### src/hw/rtl/crpg_ram.sv
`timescale 1ns / 1ps
// ============================================================================
// crpg_ram
// Generic single write port, single read port RAM with registered read data.
// ============================================================================
module crpg_ram #(
    parameter int WIDTH = 8,
    parameter int DEPTH = 512
) (
    input  logic                     clk,
    input  logic                     we,
    input  logic [$clog2(DEPTH)-1:0] waddr,
    input  logic [WIDTH-1:0]         wdata,
    input  logic [$clog2(DEPTH)-1:0] raddr,
    output logic [WIDTH-1:0]         rdata
);

    logic [WIDTH-1:0] mem [DEPTH];
    logic [WIDTH-1:0] rdata_reg;

    // write port and registered read port
    always_ff @(posedge clk)
    begin
        if (we)
        begin
            mem[waddr] <= wdata;
        end
        rdata_reg <= mem[raddr];
    end

    assign rdata = rdata_reg;

endmodule

### config.mk
export PLATFORM = sky130hd
export DESIGN_NAME = crpg_ram
export DESIGN_NICKNAME = d
export VERILOG_FILES = /design/src/hw/rtl/crpg_ram.sv
export SDC_FILE = /design/constraint.sdc
export NUM_CORES = 2
export LEC_CHECK = 0
export BUFFER_PORTS_ARGS = -buffer_cell sky130_fd_sc_hd__buf_2
export CAP_MARGIN = 20
export CORE_MARGIN = 3
export CORE_UTILIZATION = 57
export CTS_BUF_LIST = sky130_fd_sc_hd__clkbuf_16
export CTS_CLUSTER_DIAMETER = 50
export DETAILED_ROUTE_END_ITERATION = 8
export PLACE_DENSITY_LB_ADDON = 0.3
export SYNTH_ARGS = -nofsm -noshare
export SYNTH_HDL_FRONTEND = slang
export SYNTH_SLANG_ARGS = --single-unit
### constraint.sdc
create_clock -name clk -period 2.32 [get_ports clk]
set_input_delay 0.232 -clock clk [delete_from_list [all_inputs] [get_ports clk]]
set_output_delay 0.232 -clock clk [all_outputs]
set_load 0.01 [all_outputs]
[Yosys cells after proc, flatten, opt, wreduce, memory -nomap -nowiden]
Memory sizes are Yosys's and may differ from the RTL's. A register that Yosys moved wholly into a read port is not among the register bits.
Index checks and enable logic that the tools add are counted.
Widths: inputs -> output; s select.
Cells by class
  add/subtract/negate cells: 0
  shift operators: 0
  mux-type cells: 2
  reduce and logical (&&, ||, !) cells: 0
  eq/ne operators: 0
  multipliers: 0
  divide/modulo/power cells: 0
  bitwise operators: 0
  order comparisons: 0
Operators by type and width (count)
  $mux 1: 2
Word-level totals
  memory bits (read-only): 0
  latch bits: 0
  logic and storage cells: 3
  register bits after elaboration: 0
  memories: 1
  RAM bits: 4096
Memories
  mem: depth 512, bits a word 8, rd ports 1, clocked after memory_dff 1, wr ports 1, RTL line 18  | logic [WIDTH-1:0] mem [DEPTH];

[Longest topological paths before layout]
  word-level depth: 2
  depth in mapped cells: 12
  gate-level depth less buffers: 7

[Least setup slack after synthesis]
Ideal clock, no wire load.
  path kind: input-to-reg
  start point: input raddr[0]
  end point: register rdata_reg[0] (netlist: rdata[0]), read port of mem
  required time: 2202 ps
  stages: 10
  arrival time: 2086 ps
  path slack: 116 ps
  cell sequence: buf_4 > buf_12 > buf_12 > buf_2 > mux4_2 > o21ai_0 > nand3_1 > nand4_1 > o21ai_0 > o2111a_1
RTL lines
  start, declared: RTL line 14  | input logic [$clog2(DEPTH)-1:0] raddr,
  end, declared: RTL line 19  | logic [WIDTH-1:0] rdata_reg;

==> impl_metrics.ini <==
[logic_synthesis]
async_flop_share_pct = 0
synth-edff-count = 4096
synth_cells = 8030
avgSynthCellArea_um2 = 19.9
syn_area_mm2 = 0.160
syn_nets = 8058
yosysSeqAreaShare_pct = 77.0
yosys.cell_types.count = 51
synth-main-ff-cell = edfxtp_1
ys_warn_count = 0
ys_seq_elements = 4104

[global_routing]
overflow = 0
grt_use_met3_pct = 6.17
grt_pass1_vias = 88700
grt_use_met1_pct = 41.2
use_met2_pct = 46.0
track_usage_pct = 29.5
top_usage_layer = met2
grt_pass1_wl_mm = 617
grt_max_degree = 133
antenna_found_initial = 24

[layout]
final_cell_mix = edfxtp_1, buf_4, mux2i_1, mux4_2, nor2_1
largest_reg_flops = 4096
post-route-util_pct = 68.3
final_common_cell = edfxtp_1
fin_nets = 9471
layout-area-overhead-vs-synth_pct = 18.8
drive_gt1_share_pct = 29.6

[floorplan]
fp.dieH_um = 536
die_w_um = 536
core-area_mm2 = 0.278
io_pins = 36
die_area_mm2 = 0.287
start_util_pct = 57.5
rows = 193

[detailed_routing]
ant_nets = 0
avgRoutedWirePerCell_um = 31.5
vias_per_cell = 6.56
drc = 0
dr.pass1.iters = 6
drt_iter0_drc = 13100
wirelength_mm = 425
vias = 88600

[clock_tree]
cts.sinks = 4104
cts.clk_slew.worst_paths_ps = 60
numCtsBuffers = 417
cts-root-buf = clkbuf_16
insertion_delay_ps = 950
htree_num_levels = 5
clock_path_buffers = 4
tritoncts = done

[outcome]
violations = negative setup slack
status = finished with violations

[timing]
worst_pin_slew_ps = 1100
fmax_mhz = 407
finalHoldViolCount = 0
fin_ws_ps = -136
rsz0062_at_grt = yes
setup_violations = 6
drv_slew = 0
timing.hold.ws_ps = 105
max-slew-margin-rel_pct = 25.7
fin_crit_sh_pct = 106
skew_ps = 64.1
period_needed_ps = 2460

[power_and_ir_drop]
leakagePower_nw = 63.8
p_per_area_mw_per_mm2 = 825
power_mw = 157
vdd_drop_max_mv = 0.700

[place]
hpwl_mm = 269
pre_cts_ws_ps = -1590
finalWeightedCongestion = 0.933
io_buffers = 35

[critical_path]
worstPathMaxFanout = 2
start_kind = flop
crit_required_ps = 3170
worstSetupPathType = reg -> reg
worstSetupEndpointType = flop
arrival_ps = 3310

[flow_run]
cap_viol_max_count = 0

[worst_hold_path]
hold_class = in -> reg
[what timing repair did]
action | CTS | global route
buffers inserted | 2 | 3
endpoints found under the hold margin | 1311 | 0
setup endpoints to repair | 8 | 8
resized for setup | 98 | 33
hold buffers | 8 | 0
pin swaps | 44 | 26
[Yosys cell counts (all sizes together) (3+ instances only)]
library cell  count  area share [%]
edfxtp         4096              77
mux2i           797             5.0
mux4            654             9.2
nor2            597             1.4
o221ai          372             2.0
clkbuf          265            0.62
buf             248             1.2
a21oi           194            0.61
o22ai           163            0.64
o21ai           119            0.37
nand2           111            0.26
nor3            109            0.34
a22oi            61            0.29
nand3            36            0.11
nor4             36            0.14
nand4            32            0.13
and2             20           0.078
a211oi           17           0.080
o31ai            13           0.061
dfxtp             8            0.10
nor3b             8           0.038
o2111a            8           0.056
o41ai             7           0.038
nor2b             6           0.023
o311ai            6           0.033
or3               6           0.023
a22o              5           0.027
or2               5           0.020
and3              4           0.016
and3b             4           0.022
nand2b            4           0.016
a2111oi           3           0.016
inv               3          0.0070
o22a              3           0.016
[layout make-up]
type | count | area, um2
Antenna cell | 11 | 27.5
Clock buffer | 420 | 10500
Fill cell | 16700 | 88000
Multi-Input combinational cell | 3410 | 34700
Tap cell | 3705 | 4640
Sequential cell | 4104 | 123000
Clock inverter | 349 | 3160
Timing Repair Buffer | 1507 | 13800
Inverter | 3 | 18.8
[kinds of logic after synthesis]
family / synth area share [%]
muxes: 14.2
and+or+nand+nor: 2.63
DFF: 77.0
buffers and inverters: 1.85
AOI/OAI and AO/OA: 4.31
[layer usage]
metal	wire, um	up-vias
met2	201000	6018
met3	47700	993
met5	55	-
li1	-	36300
met4	19700	8
met1	156000	45300
[power by group]
| group | leakage, nW | internal (mW) | switching (mW) | total, mW |
|---|---|---|---|---|
| registers | 36.9 | 81.6 | 0.106 | 81.7 |
| logic | 20.1 | 3.29 | 5.39 | 8.68 |
| clock network | 6.89 | 37.9 | 28.4 | 66.3 |
| total | 63.8 | 123 | 33.9 | 157 |
[final timing paths]
| check | from | end | slack (ps) | cells after the start |
|---|---|---|---|---|
| worst max-delay path | mem[59][4] | rdata[4] | -140 | 9 |
| worst min-delay path | waddr[1] | mem[264][7] | 100 | 5 |
| worst max register to register | mem[59][4] | rdata[4] | -140 | 9 |
| worst min register to register | mem[298][3] | rdata[3] | 1290 | 6 |
[per-stage QoR]
| step | cell area [um2] | cells | TNS, ps |
|---|---|---|---|
| after CTS | 190000 | 13500 | -171 |
| final | 190000 | 13500 | -376 |
| after global routing | 190000 | 13500 | -732 |
| after floorplan | 160000 | 8030 | 0 |
| after global placement | 176000 | 12700 | -9590 |
| after detailed placement | 176000 | 12700 | -9660 |
[critical path, stage by stage, from the launching register on]
cell and delay (ps):
edfxtp_1 340, mux2i_1 80, o221ai_2 260, a21oi_2 160
nor4_4 300, buf_4 190, nand4_1 260, nor4_4 370
buf_4 210, o2111a_1 200
No activity file was read; power rests on OpenSTA's default activity.
