[src/hw/rtl/crpg_pkg.sv]
`timescale 1ns / 1ps
// ============================================================================
// crpg_pkg
// Shared types, widths and codes of the channel ramp and pulse generator.
// ============================================================================
package crpg_pkg;

    // field widths of the item, result and config ports
    localparam int OP_W    = 2;
    localparam int CHAN_W  = 10;
    localparam int TIME_W  = 16;
    localparam int LEVEL_W = 8;
    localparam int REPS_W  = 16;
    localparam int TPM_W   = 7;

    // slot storage widths
    localparam int REM_W = 17;
    localparam int PER_W = 24;

    // ticks_per_ms after reset
    localparam logic [TPM_W-1:0] TPM_RESET = 7'd10;

    // operation codes
    localparam logic [OP_W-1:0] OP_TICK  = 2'd0;
    localparam logic [OP_W-1:0] OP_RAMP  = 2'd1;
    localparam logic [OP_W-1:0] OP_PULSE = 2'd2;
    localparam logic [OP_W-1:0] OP_SET   = 2'd3;

    // slot waveform kind
    typedef enum logic [1:0] {
        KIND_INACTIVE = 2'd0,
        KIND_RAMP     = 2'd1,
        KIND_PULSE    = 2'd2
    } kind_t;

    // sequencer states
    typedef enum logic [2:0] {
        ST_CLEAR,
        ST_IDLE,
        ST_WALK,
        ST_RAMP,
        ST_DIV,
        ST_LOAD
    } state_t;

    // request to the ramp period divider
    typedef struct packed {
        logic               start;
        logic [TIME_W-1:0]  dividend;
        logic [LEVEL_W-1:0] divisor;
    } div_req_t;

    // answer of the ramp period divider
    typedef struct packed {
        logic              done;
        logic [TIME_W-1:0] quotient;
    } div_rsp_t;

endpackage

[src/hw/rtl/crpg_div.sv]
`timescale 1ns / 1ps
// ============================================================================
// crpg_div
// Restoring divider, one quotient bit per cycle, for ramp step periods.
// ============================================================================
module crpg_div (
    input  logic                clk,
    input  logic                rst_n,
    input  crpg_pkg::div_req_t  req,
    output crpg_pkg::div_rsp_t  rsp
);

    localparam int TW  = crpg_pkg::TIME_W;
    localparam int LW  = crpg_pkg::LEVEL_W;
    localparam int CNW = $clog2(TW + 1);

    logic [CNW-1:0] cnt_reg;
    logic [CNW-1:0] cnt_next;
    logic           done_reg;
    logic           done_next;
    logic [LW-1:0]  rem_reg;
    logic [LW-1:0]  rem_next;
    logic [TW-1:0]  quo_reg;
    logic [TW-1:0]  quo_next;
    logic [LW-1:0]  dvs_reg;
    logic [LW:0]    trial;
    logic           fits;

    // one trial subtract per cycle
    assign trial = {rem_reg, quo_reg[TW-1]};
    assign fits  = (trial >= {1'b0, dvs_reg});

    always_comb
    begin
        cnt_next  = cnt_reg;
        done_next = 1'b0;
        rem_next  = rem_reg;
        quo_next  = quo_reg;
        if (req.start)
        begin
            cnt_next = CNW'(TW);
            rem_next = '0;
            quo_next = req.dividend;
        end
        else if (cnt_reg != '0)
        begin
            cnt_next  = cnt_reg - CNW'(1);
            done_next = (cnt_reg == CNW'(1));
            rem_next  = fits ? LW'(trial - {1'b0, dvs_reg}) : trial[LW-1:0];
            quo_next  = {quo_reg[TW-2:0], fits};
        end
    end

    // control state
    always_ff @(posedge clk or negedge rst_n)
    begin
        if (!rst_n)
        begin
            cnt_reg  <= '0;
            done_reg <= 1'b0;
        end
        else
        begin
            cnt_reg  <= cnt_next;
            done_reg <= done_next;
        end
    end

    // datapath
    always_ff @(posedge clk)
    begin
        rem_reg <= rem_next;
        quo_reg <= quo_next;
        if (req.start)
        begin
            dvs_reg <= req.divisor;
        end
    end

    assign rsp.done     = done_reg;
    assign rsp.quotient = quo_reg;

endmodule

[config.mk]
export PLATFORM = sky130hd
export DESIGN_NAME = crpg_div
export DESIGN_NICKNAME = d
export VERILOG_FILES = /design/src/hw/rtl/crpg_pkg.sv /design/src/hw/rtl/crpg_div.sv
export SDC_FILE = /design/constraint.sdc
export NUM_CORES = 1
export LEC_CHECK = 0
export BUFFER_PORTS_ARGS = -buffer_cell sky130_fd_sc_hd__buf_2
export CAP_MARGIN = 20
export CORE_UTILIZATION = 58
export DETAILED_ROUTE_END_ITERATION = 16
export GPL_TIMING_DRIVEN = 0
export HOLD_SLACK_MARGIN = 0.02
export PLACE_DENSITY = 0.95
export SLEW_MARGIN = 20
export SYNTH_ARGS = -nofsm -noshare
export SYNTH_HDL_FRONTEND = slang
export SYNTH_SLANG_ARGS = --single-unit
[constraint.sdc]
create_clock -name clk -period 3.8 [get_ports clk]
set_input_delay 0.76 -clock clk [delete_from_list [all_inputs] [get_ports clk]]
set_output_delay 0.76 -clock clk [all_outputs]
set_load 0.1 [all_outputs]
# == After elaboration in Yosys (flattened, before gate mapping) ==
# Index checks and enable logic that the tools add are counted.
# word_totals
reg_bits,38
# op_classes
n_mux,7
n_lt_le_gt_ge,1
add_sub_neg,2
eq_ne,1
n_reduce_logical,2
# ops
operator,count
16-bit 2-to-1 mux,2
5-bit 2-to-1 mux,2
9-bit by 8-bit >= comparator with 1-bit output,1
8-bit 2-to-1 mux,1
8-bit subtractor,1
5-bit by 1-bit equality test with 1-bit output (second input constant),1
5-bit nonzero test,1
5-bit by 1-bit subtractor with 5-bit output (second input constant),1
1-bit 2-to-1 mux,2
2-bit nonzero test,1

# == Depth between registers and ports, before layout ==
# depth
word_depth,3
ltp_mapped,9

# == Least setup slack after synthesis ==
# No wires, ideal clock.
# synth_timing
kind,reg2reg
start,reg quo_reg[15]
end,reg rem_reg[6]
path_stages_with_launch,9
arrival_ns,2.448
path_buffers,0
required_time_ns,3.677
setup_ns,0.123
setup_slack_ns,1.230
path_cell_list,edfxtp_1 inv_1 ha_1 fa_1 nand2b_1 a21oi_1 mux2i_1 o2111a_1 o31ai_1
# synth_via
elab_chain_len,2
# synth_rtl
item,line,rtl
start: declaration,crpg_div.sv:23,logic [TW-1:0] quo_reg;
start signal: assignment,crpg_div.sv:73,quo_reg <= quo_next;
8-bit subtractor or 9-bit by 8-bit >= comparator with 1-bit output (tied branches),"crpg_div.sv:49, crpg_div.sv:31",
8-bit 2-to-1 mux *,crpg_div.sv:49,"rem_next = fits ? LW'(trial - {1'b0, dvs_reg}) : trial[LW-1:0];"
end signal: assignment,crpg_div.sv:72,rem_reg <= rem_next;
end: declaration,crpg_div.sv:21,logic [LW-1:0] rem_reg;
# Mark *: on every way between the ends. The rest lies on a longest branch, timed or not.
# A chain may end at the register's enable or synchronous reset.

# == Worst setup path after layout ==
# layout_timing
start,in req[24] (netlist bit)
end,"reg quo_reg[2], enable pin"
# layout_via
elab_chain_len,1
# layout_rtl
item,line,rtl
start: declaration,crpg_div.sv:9,"input crpg_pkg::div_req_t req,"
2-bit nonzero test (no source line),-,
# No other way between the ends.

==> summary.txt <==
Run status - complete, no violations
Die footprint - 3760 µm²
Fillers - 250
Synth Warn # - 0
Post-route cell area - 2400 µm²
Clk slew on worst S/H paths - 120 ps
# Max-Cap Violations - 0
Syn_nets - 212
DRT antenna net count - 0
CP Launch Type - input port
Vias in the first global route - 1383
Primary FF master, synth - edfxtp_1
Most common cell in the synthesized netlist - edfxtp_1
CP Max Fanout - 18
RSZ-0062 raised after global routing - false
Number of antenna violations at the first check in global routing - 0
Vias - 1489
1st-iter DRT viols - 84
Post-Synthesis Cells - 173
Sequential share of the synthesized area - 50.5%
Most frequent cells after synthesis - 24 x edfxtp_1, 16 x inv_1, 16 x mux2_2
Area leader, netlist - edfxtp_1
Final WL - 3.98 mm
Global-route wire length before repair - 6.29 mm
Peak supply drop - 0.643 mV
FF+latch count, synth - 38
Worst hold path type - in2async
CTS tree - done
# H-tree levels - 2
Distinct cells, synth - 51
Hpwl dp - 2.98 mm
WP data required - 3800 ps
I/O Pins - 44
First-pass iteration count of the detailed router - 4
Fin util - 71.2%
Row cnt - 21
Area contributors post-synth - edfxtp_1 35%, mux2_2 8.8%, dfxtp_1 7.8%
Max FFs per register - 16
Setup Crit Path Kind - in2reg
Compound-gate portion of the synthesized area - 10.9%
PD cells - 766 nW/µm²
Post-synthesis cell area - 2040 µm²
Later-pin clock latency in the skew report - 350 ps
Clock period minus worst slack - 2410 ps
CTS Hold Bufs - 0
# resized after CTS - 0
Slew Limit Headroom - 55.4%
Placed instance area - 2320 µm²
Diodes inserted - 0
Max Freq - 415 MHz
Final Hold Fails - 0
Core ar. - 3360 µm²
Avg WL per Cell - 14.7 µm
Area grow syn2layout - 17.3%
Root Buffer Master - clkbuf_4
Max-slew violations - 0
Total power - 1.84 mW
Post-synthesis async set-or-reset flop share - 15.8%
Worst Path Arrival - 2420 ps
Worst reg2reg path depth - 8
Worst-Margin Slew - 669 ps
Largest net degree at the start of global routing - 19
Largest family of logic cells by synthesized area - multiplexers
Reg area - 1030 µm²
Worst hold slack - 208 ps
Port Buf Inserts - 43
CTS buffer count - 5
Chip height - 61.4 µm
Layout cells sized above 1 - 36.2%
Tot GR Track Use - 23.6%
GPL Wtd Cong - 0.857
Worst setup EP type - flip-flop
Simple-gate area share of the yosys netlist - 11.5%
EDFF count, synth - 24
Final TNS setup - 0 ps
Clock sink count - 38
Vias/cell - 5.51
Post-Synth Adder-Cell Area - 7.72%
Post-synthesis mux area share - 12.5%
Footprint of the multi-input gates - 913 µm²
Tcrit/Tclk final - 63.5%
Die W - 61.4 µm
Synth Area in XOR/XNOR - 2.14%
# DRC - 0
Final nets - 262
Gr ovfl total - 0
Synth top area share - 35.3%
Setup violations, final - 0
Post-CTS Setup Bufs - 0
Skew final - 7.45 ps
Clk buf depth - 2
Lkg Pwr - 1.05 nW
Syn Area/Cell - 11.8 µm²
Initial Util - 60.8%
==> where the power goes <==
| part | switching [mW] | leakage, nW | internal, mW |
|---|---|---|---|
| sequential | 0.0694 | 0.389 | 0.556 |
| clock | 0.137 | 0.0437 | 0.131 |
| combinational | 0.650 | 0.617 | 0.293 |
==> final cells by class <==
cell class / count / share of cell area (%)
plain buffers: 7 / 1.62
repair buffers: 43 / 8.98
clock buffers: 8 / 3.34
well taps: 46 / 2.40
multi-input cells: 112 / 38.1
inverters: 16 / 2.51
flip-flops and latches: 38 / 43.0
==> critical path, stage by stage <==
cell	delay (ps)
buf_2	180
clkbuf_1	210
nor4_1	400
and2_1	180
clkbuf_1	280
inv_1	390
==> placed cells by master, fill, tap and decap left out, types with 2 or more instances in the layout <==
cell type   n
a21oi_1     3
a21oi_2     2
a31oi_1     2
and2_1      2
buf_2      44
clkbuf_1    5
clkbuf_4    5
dfrtp_1     6
dfxtp_1     8
edfxtp_1   24
ha_1       11
inv_1      16
mux2_2     16
mux2i_1     6
nand2_1     9
nand2b_1    3
nand3_1     2
nor2_1     13
nor3_1      2
nor3b_1     2
nor4_1      2
o21ai_0     4
or2_1       2
or2_2       2
xnor2_1     4
==> path summary, 6_finish.rpt <==
kind | to | start | slack (ps)
min reg2reg | rem_reg[2]$_SDFFE_PP0P_ | rem_reg[2]$_SDFFE_PP0P_ | 500
max in group asynchronous | cnt_reg[0]$_DFFE_PN0P_ | rst_n | 3450
max | quo_reg[2]$_DFFE_PP_ | req[24] | 1390
min in group clk | rem_reg[2]$_SDFFE_PP0P_ | rem_reg[2]$_SDFFE_PP0P_ | 500
max reg2reg | rem_reg[6]$_SDFFE_PP0P_ | quo_reg[15]$_DFFE_PP_ | 1740
min | cnt_reg[3]$_DFFE_PN0P_ | rst_n | 210
==> logic make-up (layout without fill, tap and decap cells) <==
kind of cell               after synthesis  after routing
AOI/OAI and AO/OA                       27             27
adders and majority gates               12             12
and+or+nand+nor                         45             45
buffers and inverters                   23             74
muxes                                   23             23
xor gates and xnor gates                 5              5
DFF                                     38             38
==> through the flow <==
stage                     cells  setup WS [ps]
after global routing        270           1270
after detailed placement    262           1010
final                       270           1390
after CTS                   270           1390
after floorplan             173           1230
after global placement      262           1070
==> routing by layer <==
metal	share of wire, %	vias to the layer above	track usage [%]
met5	0	-	0
met4	1.1	0	7.30
met3	7.1	7	7.14
met2	49	62	38.2
met1	43	692	30.7
li1	-	728	-
No activity file was read; power rests on OpenSTA's default activity.
